`src/design/lcdrf_pkg.sv`:
```
`timescale 1ns / 1ps
// ----------------------------------------------------------------------------
// lcdrf_pkg
// Types and constants shared by the rectangle-fill command stream modules.
// ----------------------------------------------------------------------------
package lcdrf_pkg;

   // Input item kinds
   localparam logic CMD_START = 1'b0;
   localparam logic CMD_TICK  = 1'b1;

   // Configuration register indexes
   localparam logic REG_SCREEN_WIDTH  = 1'b0;
   localparam logic REG_SCREEN_HEIGHT = 1'b1;

   // Display controller opcodes
   localparam logic [7:0] OP_COLUMN_WINDOW = 8'h2A;
   localparam logic [7:0] OP_ROW_WINDOW    = 8'h2B;
   localparam logic [7:0] OP_MEMORY_WRITE  = 8'h2C;

   localparam int unsigned COORD_W = 10;
   localparam int unsigned LEFT_W  = 21;

   typedef enum logic {
      JOB_PIXEL,
      JOB_HEADER
   } job_kind_type;

   // One queued unit of output work
   typedef struct packed {
      job_kind_type       kind;
      logic [7:0]         pix_byte;
      logic               done;
      logic [COORD_W-1:0] x_first;
      logic [COORD_W-1:0] x_last;
      logic [COORD_W-1:0] y_first;
      logic [COORD_W-1:0] y_last;
   } job_type;

   // Header burst sequence
   typedef enum logic [3:0] {
      HDR_COL_CMD,
      HDR_COL_FIRST_HI,
      HDR_COL_FIRST_LO,
      HDR_COL_LAST_HI,
      HDR_COL_LAST_LO,
      HDR_ROW_CMD,
      HDR_ROW_FIRST_HI,
      HDR_ROW_FIRST_LO,
      HDR_ROW_LAST_HI,
      HDR_ROW_LAST_LO,
      HDR_MEM_CMD
   } hdr_step_type;

endpackage

```
`src/design/lcdrf_front.sv`:
```
`timescale 1ns / 1ps
// ----------------------------------------------------------------------------
// lcdrf_front
// Accepts items, clips start rectangles, tracks the pixel byte count and
// queues header or pixel jobs for the output side.
// ----------------------------------------------------------------------------
module lcdrf_front
   import lcdrf_pkg::*;
(
   input  logic                clock,
   input  logic                reset,
   input  logic                req_valid,
   output logic                req_ready,
   input  logic                cmd,
   input  logic [10:0]         rect_x,
   input  logic [10:0]         rect_y,
   input  logic [10:0]         rect_w,
   input  logic [10:0]         rect_h,
   input  logic [15:0]         fill_colour,
   input  logic [COORD_W-1:0]  screen_width,
   input  logic [COORD_W-1:0]  screen_height,
   input  logic                queue_full,
   output logic                push,
   output job_type             push_job
);

   logic [LEFT_W-1:0]  bytes_left_ff, bytes_left_in;
   logic [15:0]        colour_ff, colour_in;
   logic               pend_ff, pend_in;
   logic [COORD_W-1:0] w_ff, w_in;
   logic [COORD_W-1:0] h_ff, h_in;
   logic [2*COORD_W-1:0] area;

   logic signed [12:0] x_s, y_s, w_s, h_s;
   logic signed [12:0] xa, ya, wa, ha, wc, hc;
   logic signed [12:0] sw_s, sh_s, x_end, y_end;
   logic               accept, busy, fits;

   assign req_ready = !pend_ff && !queue_full;
   assign accept    = req_valid && req_ready;
   assign busy      = (bytes_left_ff != '0);
   assign area      = w_ff * h_ff;

   // Clip the requested rectangle to the screen
   always_comb begin
      x_s  = {{2{rect_x[10]}}, rect_x};
      y_s  = {{2{rect_y[10]}}, rect_y};
      w_s  = {{2{rect_w[10]}}, rect_w};
      h_s  = {{2{rect_h[10]}}, rect_h};
      sw_s = {3'b000, screen_width};
      sh_s = {3'b000, screen_height};
      xa   = x_s[12] ? 13'sd0 : x_s;
      ya   = y_s[12] ? 13'sd0 : y_s;
      wa   = x_s[12] ? (w_s + x_s) : w_s;
      ha   = y_s[12] ? (h_s + y_s) : h_s;
      wc   = ((xa + wa) > sw_s) ? (sw_s - xa) : wa;
      hc   = ((ya + ha) > sh_s) ? (sh_s - ya) : ha;
      x_end = xa + wc - 13'sd1;
      y_end = ya + hc - 13'sd1;
      fits = (wc > 13'sd0) && (hc > 13'sd0);
   end

   // Classify the item and update the fill state
   always_comb begin
      bytes_left_in = bytes_left_ff;
      colour_in     = colour_ff;
      pend_in       = 1'b0;
      w_in          = w_ff;
      h_in          = h_ff;
      push          = 1'b0;
      push_job      = '0;
      if (pend_ff) begin
         bytes_left_in = {area, 1'b0};
      end else if (accept) begin
         if (cmd == CMD_TICK) begin
            if (busy) begin
               push              = 1'b1;
               push_job.kind     = JOB_PIXEL;
               push_job.pix_byte = bytes_left_ff[0] ? colour_ff[7:0] : colour_ff[15:8];
               push_job.done     = (bytes_left_ff == LEFT_W'(1));
               bytes_left_in     = bytes_left_ff - LEFT_W'(1);
            end
         end else if (!busy && fits) begin
            push             = 1'b1;
            push_job.kind    = JOB_HEADER;
            push_job.x_first = xa[COORD_W-1:0];
            push_job.x_last  = x_end[COORD_W-1:0];
            push_job.y_first = ya[COORD_W-1:0];
            push_job.y_last  = y_end[COORD_W-1:0];
            colour_in        = fill_colour;
            w_in             = wc[COORD_W-1:0];
            h_in             = hc[COORD_W-1:0];
            pend_in          = 1'b1;
         end
      end
   end

   always_ff @(posedge clock) begin
      if (reset) begin
         bytes_left_ff <= '0;
         colour_ff     <= '0;
         pend_ff       <= 1'b0;
      end else begin
         bytes_left_ff <= bytes_left_in;
         colour_ff     <= colour_in;
         pend_ff       <= pend_in;
      end
      w_ff <= w_in;
      h_ff <= h_in;
   end

endmodule

```
`src/design/lcdrf_queue.sv`:
```
`timescale 1ns / 1ps
// ----------------------------------------------------------------------------
// lcdrf_queue
// Short first-word-fall-through job queue between the front and back ends.
// ----------------------------------------------------------------------------
module lcdrf_queue
   import lcdrf_pkg::*;
#(
   parameter int DEPTH = 4
) (
   input  logic    clock,
   input  logic    reset,
   input  logic    push,
   input  job_type push_job,
   output logic    full,
   input  logic    pop,
   output logic    head_valid,
   output job_type head_job
);

   localparam int PTR_W = (DEPTH > 1) ? $clog2(DEPTH) : 1;
   localparam int CNT_W = $clog2(DEPTH + 1);

   job_type            store_ff [DEPTH];
   logic [PTR_W-1:0]   wr_ptr_ff, wr_ptr_in;
   logic [PTR_W-1:0]   rd_ptr_ff, rd_ptr_in;
   logic [CNT_W-1:0]   count_ff, count_in;

   assign full       = (count_ff == CNT_W'(DEPTH));
   assign head_valid = (count_ff != '0);
   assign head_job   = store_ff[rd_ptr_ff];

   // Advance pointers with wrap at the queue depth
   always_comb begin
      wr_ptr_in = wr_ptr_ff;
      rd_ptr_in = rd_ptr_ff;
      count_in  = count_ff;
      if (push) begin
         wr_ptr_in = (wr_ptr_ff == PTR_W'(DEPTH - 1)) ? '0 : wr_ptr_ff + PTR_W'(1);
      end
      if (pop) begin
         rd_ptr_in = (rd_ptr_ff == PTR_W'(DEPTH - 1)) ? '0 : rd_ptr_ff + PTR_W'(1);
      end
      if (push && !pop) begin
         count_in = count_ff + CNT_W'(1);
      end else if (pop && !push) begin
         count_in = count_ff - CNT_W'(1);
      end
   end

   always_ff @(posedge clock) begin
      if (reset) begin
         wr_ptr_ff <= '0;
         rd_ptr_ff <= '0;
         count_ff  <= '0;
      end else begin
         wr_ptr_ff <= wr_ptr_in;
         rd_ptr_ff <= rd_ptr_in;
         count_ff  <= count_in;
      end
      if (push) begin
         store_ff[wr_ptr_ff] <= push_job;
      end
   end

endmodule

```
`src/design/lcdrf_back.sv`:
```
`timescale 1ns / 1ps
// ----------------------------------------------------------------------------
// lcdrf_back
// Expands queued jobs into bytes: an eleven-byte window header or a single
// pixel byte, through a registered output stage.
// ----------------------------------------------------------------------------
module lcdrf_back
   import lcdrf_pkg::*;
(
   input  logic       clock,
   input  logic       reset,
   input  logic       head_valid,
   input  job_type    head_job,
   output logic       pop,
   output logic       rsp_tvalid,
   input  logic       rsp_tready,
   output logic [7:0] rsp_tdata,
   output logic       rsp_tlast,
   output logic [1:0] rsp_tuser
);

   hdr_step_type step_ff, step_in;
   hdr_step_type step_next;
   logic         valid_ff, valid_in;
   logic [7:0]   byte_ff, byte_in;
   logic         data_ff, data_in;
   logic         last_ff, last_in;
   logic         done_ff, done_in;
   logic [7:0]   hdr_byte;
   logic         hdr_data;
   logic         load;

   assign load       = head_valid && (!valid_ff || rsp_tready);
   assign rsp_tvalid = valid_ff;
   assign rsp_tdata  = byte_ff;
   assign rsp_tlast  = last_ff;
   assign rsp_tuser  = {done_ff, data_ff};

   // Select the header byte for the current step
   always_comb begin
      hdr_data  = 1'b1;
      hdr_byte  = '0;
      step_next = HDR_COL_CMD;
      unique case (step_ff)
         HDR_COL_CMD: begin
            hdr_data  = 1'b0;
            hdr_byte  = OP_COLUMN_WINDOW;
            step_next = HDR_COL_FIRST_HI;
         end
         HDR_COL_FIRST_HI: begin
            hdr_byte  = {6'b0, head_job.x_first[9:8]};
            step_next = HDR_COL_FIRST_LO;
         end
         HDR_COL_FIRST_LO: begin
            hdr_byte  = head_job.x_first[7:0];
            step_next = HDR_COL_LAST_HI;
         end
         HDR_COL_LAST_HI: begin
            hdr_byte  = {6'b0, head_job.x_last[9:8]};
            step_next = HDR_COL_LAST_LO;
         end
         HDR_COL_LAST_LO: begin
            hdr_byte  = head_job.x_last[7:0];
            step_next = HDR_ROW_CMD;
         end
         HDR_ROW_CMD: begin
            hdr_data  = 1'b0;
            hdr_byte  = OP_ROW_WINDOW;
            step_next = HDR_ROW_FIRST_HI;
         end
         HDR_ROW_FIRST_HI: begin
            hdr_byte  = {6'b0, head_job.y_first[9:8]};
            step_next = HDR_ROW_FIRST_LO;
         end
         HDR_ROW_FIRST_LO: begin
            hdr_byte  = head_job.y_first[7:0];
            step_next = HDR_ROW_LAST_HI;
         end
         HDR_ROW_LAST_HI: begin
            hdr_byte  = {6'b0, head_job.y_last[9:8]};
            step_next = HDR_ROW_LAST_LO;
         end
         HDR_ROW_LAST_LO: begin
            hdr_byte  = head_job.y_last[7:0];
            step_next = HDR_MEM_CMD;
         end
         HDR_MEM_CMD: begin
            hdr_data  = 1'b0;
            hdr_byte  = OP_MEMORY_WRITE;
            step_next = HDR_COL_CMD;
         end
         default: begin
            hdr_byte  = '0;
            step_next = HDR_COL_CMD;
         end
      endcase
   end

   // Load the output stage and step through the job
   always_comb begin
      valid_in = valid_ff;
      byte_in  = byte_ff;
      data_in  = data_ff;
      last_in  = last_ff;
      done_in  = done_ff;
      step_in  = step_ff;
      pop      = 1'b0;
      if (load) begin
         valid_in = 1'b1;
         if (head_job.kind == JOB_PIXEL) begin
            byte_in = head_job.pix_byte;
            data_in = 1'b1;
            last_in = 1'b1;
            done_in = head_job.done;
            pop     = 1'b1;
         end else begin
            byte_in = hdr_byte;
            data_in = hdr_data;
            last_in = (step_ff == HDR_MEM_CMD);
            done_in = 1'b0;
            step_in = step_next;
            pop     = (step_ff == HDR_MEM_CMD);
         end
      end else if (rsp_tready) begin
         valid_in = 1'b0;
      end
   end

   always_ff @(posedge clock) begin
      if (reset) begin
         valid_ff <= 1'b0;
         step_ff  <= HDR_COL_CMD;
      end else begin
         valid_ff <= valid_in;
         step_ff  <= step_in;
      end
      byte_ff <= byte_in;
      data_ff <= data_in;
      last_ff <= last_in;
      done_ff <= done_in;
   end

endmodule

```
`src/design/lcd_rect_fill_command_stream.sv`:
```
`timescale 1ns / 1ps
// ----------------------------------------------------------------------------
// lcd_rect_fill_command_stream
// Turns rectangle-fill starts and pixel ticks into the byte stream of a
// column/row address-window display controller.
// ----------------------------------------------------------------------------
//  channel | direction | carries
//  req_*   | in        | start (clip, header) or tick (one pixel byte)
//  rsp_*   | out       | command, address and pixel bytes, one per item
//  csr_*   | in/out    | screen_width at 0x0, screen_height at 0x4
//
// One item is accepted per cycle; after a start that survives clipping,
// req_tready drops for one cycle while the pixel count multiply settles.
// The output side sends one byte per cycle while rsp_tready is high: a header
// is eleven bytes and a pixel job one, so QUEUE_DEPTH jobs may wait between
// the two sides. req_tready also drops while the job queue is full.
// Reset is synchronous; it clears the fill and sets the screen to 320x240.
// ----------------------------------------------------------------------------
module lcd_rect_fill_command_stream
   import lcdrf_pkg::*;
#(
   parameter int QUEUE_DEPTH = 4
) (
   input  logic        clock,
   input  logic        reset,
   input  logic        req_tvalid,
   output logic        req_tready,
   input  logic [63:0] req_tdata,   // rect_x, rect_y, rect_w, rect_h, fill_colour, zero pad
   input  logic        req_tuser,   // cmd
   output logic        rsp_tvalid,
   input  logic        rsp_tready,
   output logic [7:0]  rsp_tdata,   // bus_byte
   output logic        rsp_tlast,
   output logic [1:0]  rsp_tuser,   // is_data, fill_done
   input  logic        csr_psel,
   input  logic        csr_penable,
   input  logic        csr_pwrite,
   input  logic [2:0]  csr_paddr,
   input  logic [31:0] csr_pwdata,
   output logic [31:0] csr_prdata,
   output logic        csr_pready
);

   logic [COORD_W-1:0] width_ff, width_in;
   logic [COORD_W-1:0] height_ff, height_in;
   logic               csr_write;
   logic               push, pop, queue_full, head_valid;
   job_type            push_job, head_job;

   assign csr_pready = 1'b1;
   assign csr_write  = csr_psel && csr_penable && csr_pwrite && csr_pready;

   // Register write and read-back
   always_comb begin
      width_in  = width_ff;
      height_in = height_ff;
      if (csr_write) begin
         if (csr_paddr[2] == REG_SCREEN_WIDTH) begin
            width_in = csr_pwdata[COORD_W-1:0];
         end else begin
            height_in = csr_pwdata[COORD_W-1:0];
         end
      end
      if (csr_paddr[2] == REG_SCREEN_WIDTH) begin
         csr_prdata = {22'b0, width_ff};
      end else begin
         csr_prdata = {22'b0, height_ff};
      end
   end

   always_ff @(posedge clock) begin
      if (reset) begin
         width_ff  <= COORD_W'(320);
         height_ff <= COORD_W'(240);
      end else begin
         width_ff  <= width_in;
         height_ff <= height_in;
      end
   end

   lcdrf_front u_front (
      .clock         (clock),
      .reset         (reset),
      .req_valid     (req_tvalid),
      .req_ready     (req_tready),
      .cmd           (req_tuser),
      .rect_x        (req_tdata[10:0]),
      .rect_y        (req_tdata[21:11]),
      .rect_w        (req_tdata[32:22]),
      .rect_h        (req_tdata[43:33]),
      .fill_colour   (req_tdata[59:44]),
      .screen_width  (width_ff),
      .screen_height (height_ff),
      .queue_full    (queue_full),
      .push          (push),
      .push_job      (push_job)
   );

   lcdrf_queue #(
      .DEPTH (QUEUE_DEPTH)
   ) u_queue (
      .clock      (clock),
      .reset      (reset),
      .push       (push),
      .push_job   (push_job),
      .full       (queue_full),
      .pop        (pop),
      .head_valid (head_valid),
      .head_job   (head_job)
   );

   lcdrf_back u_back (
      .clock      (clock),
      .reset      (reset),
      .head_valid (head_valid),
      .head_job   (head_job),
      .pop        (pop),
      .rsp_tvalid (rsp_tvalid),
      .rsp_tready (rsp_tready),
      .rsp_tdata  (rsp_tdata),
      .rsp_tlast  (rsp_tlast),
      .rsp_tuser  (rsp_tuser)
   );

endmodule

```
`config.mk`:
```
export PLATFORM = sky130hd
export DESIGN_NAME = lcd_rect_fill_command_stream
export DESIGN_NICKNAME = d
export VERILOG_FILES = /design/src/design/lcdrf_pkg.sv /design/src/design/lcdrf_front.sv /design/src/design/lcdrf_queue.sv /design/src/design/lcdrf_back.sv /design/src/design/lcd_rect_fill_command_stream.sv
export SDC_FILE = /design/constraint.sdc
export NUM_CORES = 1
export LEC_CHECK = 0
export BUFFER_PORTS_ARGS = -buffer_cell sky130_fd_sc_hd__buf_2
export CAP_MARGIN = 20
export CORE_MARGIN = 4
export CORE_UTILIZATION = 45
export DETAILED_ROUTE_END_ITERATION = 6
export PLACE_DENSITY = 0.61
export REMOVE_ABC_BUFFERS = 1
export SYNTH_ARGS = -nofsm -noshare
export SYNTH_HDL_FRONTEND = slang
export SYNTH_HIERARCHICAL = 1
export SYNTH_SLANG_ARGS = --single-unit
```
`constraint.sdc`:
```
create_clock -name clock -period 10.8 [get_ports clock]
set_clock_uncertainty 0.05 [all_clocks]
set_input_delay 2.16 -clock clock [delete_from_list [all_inputs] [get_ports clock]]
set_output_delay 2.16 -clock clock [all_outputs]
set_load 0.02 [all_outputs]
```
==> results of run 1 <==
==> cell type report <==
cell class | count | area, µm² | share of cell area [%]
Clock buffer | 40 | 894.6 | 3.817
Clock inverter | 21 | 235.2 | 1.004
Inverter | 205 | 769.5 | 3.283
Multi-Input combinational cell | 1389 | 11740 | 50.10
Sequential cell | 303 | 8383 | 35.77
Tap cell | 607 | 759.5 | 3.241
Timing Repair Buffer | 114 | 653.1 | 2.787
==> state kept, by name, indices dropped and copies added (netlist names), 3 cells and up, named ones only <==
signal,count
height_ff,10
u_back/rsp_tdata,8
u_back/step_ff,4
u_front/bytes_left_ff,21
u_front/colour_ff,16
u_front/h_ff,10
u_front/w_ff,10
u_queue/count_ff,3
u_queue/store_ff,200
width_ff,10
==> worst max path at each step <==
stage | from | end | slack (ps) | depth (start not counted)
global route | req_tdata[0] | u_queue/store_ff[3][29] | 920 | 37
floorplan | req_tdata[0] | u_queue/store_ff[0][0] | 1640 | 24
global placement | req_tdata[33] | u_queue/store_ff[0][9] | 1190 | 37
CTS | req_tdata[11] | u_queue/store_ff[1][9] | 1600 | 37
finish | req_tdata[33] | u_queue/store_ff[2][9] | 1530 | 37
detailed placement | req_tdata[11] | u_queue/store_ff[1][9] | 1090 | 37
==> routing by layer <==
layer	share of wire (%)	global-route usage, %
met1	46	27.74
met5	0	0
met4	1.5	3.653
met2	46	31.59
met3	5.9	3.703
==> worst register-to-register path, cell delays in order (launching register included) <==
cell and delay, ps:
edfxtp_1 600, nand2_1 150, fa_1 530, fa_1 540
fa_1 440, fa_1 540, inv_1 50, fa_1 470
ha_1 250, or3_1 380, a21oi_1 210, o31ai_1 140
o41ai_1 540, o21ai_0 280, o21ai_0 200, nand2b_1 80
xnor2_1 140, a211oi_1 210
==> cell families after synthesis <==
kind of cell	count (synthesis)
AND/OR/NAND/NOR	568
AO/OA/AOI/OAI	329
buffers and inverters	305
flip-flops	303
adder cells (fa/ha/maj)	255
multiplexers	129
XOR/XNOR	85
other	2
==> synth_stat cells, types with 18 or more instances <==
library cell / n / area (µm²)
edfxtp_1: 231 / 6937
inv_1: 202 / 758.2
ha_1: 184 / 2302
nor2_1: 157 / 589.3
nand2_1: 122 / 457.9
a21oi_1: 86 / 430.4
dfxtp_1: 72 / 1441
fa_1: 71 / 1421
nand2b_1: 59 / 369.1
mux2i_1: 52 / 520.5
and2_1: 51 / 319.1
mux4_2: 51 / 1149
xnor2_1: 51 / 446.7
o21ai_0: 48 / 240.2
nor3_1: 38 / 190.2
xor2_1: 34 / 297.8
a21o_1: 32 / 240.2
clkbuf_1: 32 / 120.1
buf_4: 29 / 217.7
mux2_2: 23 / 259.0
nand4_1: 23 / 143.9
o31ai_1: 22 / 165.2
a211oi_1: 20 / 150.1
nand3_1: 20 / 100.1
buf_2: 18 / 90.09
o21a_1: 18 / 135.1
==> report_power, final <==
| group | leakage, µW | internal, µW | switching [µW] | total [µW] |
|---|---|---|---|---|
| clock | 0.000552 | 714 | 456 | 1170 |
| sequential | 0.00285 | 1470 | 125 | 1590 |
| combinational | 0.00640 | 965 | 1300 | 2270 |
| total | 0.00980 | 3150 | 1890 | 5030 |
==> through the flow <==
stage	util (%)	hold slack (ps)	setup slack, ps	total power, µW	cells
2_1_floorplan	-	391.5	1637	3278	1897
3_3_place_gp	47.61	404.5	1185	3860	2618
3_5_place_dp	47.61	412.3	1092	3887	2618
4_1_cts	50.02	426.7	1601	5081	2679
5_1_grt	50.02	451.6	916.3	5409	2679
6_report	50.02	423.7	1525	5034	2679
==> results.toml, run 1 <==
[outcome]
status = "finished, final reports clean"

[sta]
fin_tns_setup_ps = 0
grt_setup_unrepaired = "false"
setup_violations = 0
report.final.slew_viol_count = 0
worst-slew-pin-transition_ps = 977.4
hold_violations = 0
max_slew_margin_pct = 34.35
fmax_mhz = 107.8
period_needed_ps = 9275
finalCritPeriodShare_pct = 85.88

[worst_setup_path]
cp_max_fo = 15
crit_family = "compound AO/OA/AOI/OAI gates"
cp.arrival_ps = 9430
slowest_stage = "nand2_1"
r2r-end = "u_front/bytes_left_ff[19]"
crit_type = "in2reg"
r2r-start = "u_front/w_ff[5]"
r2r_setup_slack_ps = 4930
crit_path_max_incr_delay_ps = 440
start_kind = "input port"
cp.required_ps = 10960
crit_buf_inv = 3
crit_top_cell = "ha_1"
crit_path_end_kind = "flip-flop"
rr_worst_depth = 17

[route]
drc = 0
drt_iter0_markers = 1000
wl_per_cell_um = 18.69
final_antenna_net_count = 0
vias = 14880
vias_per_cell = 5.554
wl_um = 50070
dr.pass1.iters = 5

[clock_tree]
numCtsBuffers = 34
holdBufCountCts = 0
clockRootBuffer = "clkbuf_16"
post_cts_buffers = 0
cts_buffer_depth = 3
cts-resized-gates = 0
clock_latency_ps = 510
cts_tree = "built"
h-tree-depth = 2
clock-sinks = 303
cts.clk_slew.worst_paths_ps = 60

[grt]
grt_pass1_vias = 14750
gr-usage-all-layers_pct = 19.47
overflow = 0
grt_pass1_wl_um = 79710
grt_start_max_net_pins = 87
antenna_found_initial = 0

[synth]
muxShareOfSynthArea_pct = 9.185
synthFlopType = "edfxtp_1"
synth_cells = 1976
yosys.area_share.adder_pct = 17.34
synth_cell_type_count = 101
synth_edf_count = 231
synth_compound_area_share_pct = 10.55
netlist_area_mm2 = 0.02147
synth_top_family_by_area = "adder cells"
synth_warnings = 6
syn_avg_cell_area_um2 = 10.86
synthSimpleGateAreaFrac_pct = 13.72
ys_seq_area_share_pct = 39.03
ys_ff_latch = 303
synth_xor_area_share_pct = 3.468
async_flop_share_pct = 0

[floorplanning]
pin_count = 153
coreArea_mm2 = 0.04685
die_h_um = 226.4
die_w_um = 226.4
start_util_pct = 45.82
dieArea_mm2 = 0.05127
rows = 79

[min_path]
hold_start = "u_front/colour_ff[8]"
holdPathEnd = "u_front/colour_ff[8]"
hold_depth = 2
hp-class = "reg2reg"

[flow_run]
cap_viol_max_count = 0

[pwr]
p_leak_uw = 0.009805
vdd.ir_drop.worst_uv = 90.16
p_per_area_mw_per_mm2 = 214.8

[layout]
fin_nets = 2409
nFillCells = 4286
finalInstanceArea_mm2 = 0.02344
n_antenna_cell = 0
mostFrequentLayoutCells = "231 x edfxtp_1, 202 x inv_1, 184 x ha_1, 157 x nor2_1, 122 x nand2_1"
drive_gt1_share_pct = 13.71
syn_to_final_growth_pct = 9.168
final_common_cell = "edfxtp_1"

[placement]
place_area_mm2 = 0.02231
gp_congestion = 0.8792
dpl.hpwl_um = 36980
port_buffers = 101
Note: power is estimated with default switching activity, not from simulation.
==> inputs of run 2 (changes only) <==
--- a/config.mk
+++ b/config.mk
@@ -11,6 +11,7 @@
 export CORE_UTILIZATION = 45
 export DETAILED_ROUTE_END_ITERATION = 6
 export PLACE_DENSITY = 0.61
+export RECOVER_POWER = 50
 export REMOVE_ABC_BUFFERS = 1
 export SYNTH_ARGS = -nofsm -noshare
 export SYNTH_HDL_FRONTEND = slang
==> run 2 against run 1 <==
Against the previous run: the run now ends with capacitance limit, slew limit left; largest cell class unchanged; die area is the same; clock-buffer cell count is the same; critical path depth shrank 6; critical path type unchanged; via count is essentially flat; combinational power is essentially flat; global-route usage is the same; non-clock buffer count is the same.
==> results.toml, run 2 (synthesis gave the netlist of run 1 again) <==
[outcome]
status = "finished with violations"
violations = "capacitance limit, slew limit"

[worst_setup_path]
crit_path_end_kind = "flip-flop"
start_kind = "input port"
crit_type = "in2reg"
cp.required_ps = 11140
cp_max_fo = 17
r2r-start = "u_front/w_ff[5]"
cp-startpoint = "req_tdata[0]"
slowest_stage = "clkbuf_1"
crit_path_max_incr_delay_ps = 870
rr_worst_depth = 17
r2r_setup_slack_ps = 4800
r2r-end = "u_front/bytes_left_ff[19]"
cp.arrival_ps = 9800

[sta]
grt_setup_unrepaired = "false"
max_slew_margin_pct = -151.8
period_needed_ps = 9456
setup_violations = 0
hold_violations = 0
fmax_mhz = 105.8
fin_tns_setup_ps = 0
setup_ws_ps = 1344
finalCritPeriodShare_pct = 87.55
worst-slew-pin-transition_ps = 3778
report.final.slew_viol_count = 138
fin_hold_ws_ps = 423.6

[floorplanning]
rows = 79
start_util_pct = 45.82
pin_count = 153
dieArea_mm2 = 0.05127
die_h_um = 226.4
die_w_um = 226.4
coreArea_mm2 = 0.04685

[pwr]
p_per_area_mw_per_mm2 = 215.0
p_leak_uw = 0.009729
vdd.ir_drop.worst_uv = 89.62

[grt]
gr-usage-all-layers_pct = 19.47
grt_pass1_wl_um = 79710
antenna_found_initial = 0
grt_pass1_vias = 14750
overflow = 0
grt_start_max_net_pins = 87

[layout]
fin_nets = 2409
syn_to_final_growth_pct = 8.876
largest-register = "u_queue/store_ff"
nFillCells = 4294
n_antenna_cell = 0
finalInstanceArea_mm2 = 0.02337
largest_reg_flops = 200
final_common_cell = "edfxtp_1"
mostFrequentLayoutCells = "231 x edfxtp_1, 203 x inv_1, 184 x ha_1, 157 x nor2_1, 122 x nand2_1"
drive_gt1_share_pct = 11.58
reg.largest.list = "u_queue/store_ff: 200 flops, u_front/bytes_left_ff: 21 flops, u_front/colour_ff: 16 flops"

[clock_tree]
clockRootBuffer = "clkbuf_16"
post_cts_buffers = 0
cts.clk_slew.worst_paths_ps = 60
cts_tree = "built"
clock_latency_ps = 510
cts_buffer_depth = 3
holdBufCountCts = 0
cts-resized-gates = 0
numCtsBuffers = 34
h-tree-depth = 2
clock-sinks = 303

[placement]
port_buffers = 101
gp_congestion = 0.8792
place_area_mm2 = 0.02231
pre_cts_slack_ps = 1092
dpl.hpwl_um = 36980

[route]
vias = 14890
final_antenna_net_count = 0
vias_per_cell = 5.557
wl_per_cell_um = 18.71
dr.pass1.iters = 5
drc = 0
highest_layer = "met4"
wl_met1_um = 23130
wl_um = 50130
drt_iter0_markers = 1005
met3_length_um = 3013
routed-wl-met2_um = 23250

[min_path]
hold_depth = 2
hp-class = "reg2reg"
holdPathEnd = "u_front/colour_ff[8]"
hold_start = "u_front/colour_ff[8]"

[flow_run]
cap_viol_max_count = 2
## run 2: cell count changes in the layout (fill, tap and decap cells not counted), moves of 4 or more
cell	previous run	this run
buf_2	101	78
buf_4	9	5
clkbuf_1	5	32
mux2_1	0	11
mux2_2	23	12
## run 2: cell type report
| class | instances | area (µm²) | share of cell area [%] |
|---|---|---|---|
| sequential | 303 | 8382 | 35.86 |
| multi-input combinational | 1389 | 11720 | 50.16 |
| tap | 607 | 759.5 | 3.249 |
| clock inverter | 21 | 235.2 | 1.006 |
| timing repair buffer | 114 | 609.3 | 2.607 |
| clock buffer | 40 | 894.6 | 3.827 |
| inverter | 205 | 769.5 | 3.292 |
## run 2: metrics by stage
step                      total power, µW  cells  utilization, %
after global routing                 5399   2679           49.89
final                                5025   2679           49.89
after CTS                            5081   2679           50.02
after detailed placement             3887   2618           47.61
after global placement               3860   2618           47.61
after floorplan                      3278   1897               -
## run 2: worst max path at each step
stage	to	slack, ps	depth (start not counted)
2_1_floorplan	u_queue/store_ff[0][0]	1640	24
3_3_place_gp	u_queue/store_ff[0][9]	1190	37
3_5_place_dp	u_queue/store_ff[1][9]	1090	37
4_1_cts	u_queue/store_ff[1][9]	1600	37
5_1_grt	u_queue/count_ff[2]	770	31
6_report	u_queue/count_ff[2]	1340	31
## run 2: metal layers
layer / global-route usage [%] / vias to the layer above
met5: 0 / -
met2: 31.59 / 372
met3: 3.703 / 54
met1: 27.74 / 7276
met4: 3.653 / 0
li1: - / 7184
## run 2: report_power, final
part | internal [µW] | leakage, µW | switching (µW) | total (µW)
clock | 714 | 0.000552 | 455 | 1170
combinational | 954 | 0.00633 | 1310 | 2260
sequential | 1470 | 0.00285 | 125 | 1600
## run 2: worst max-delay path, delay by kind of cell
family          cells  cell delay (ps)
fa+ha+maj           6             1970
xor+xnor            3              340
mux                 3              940
buf+inv             3             1020
simple gates        6             1240
compound gates     10             2110
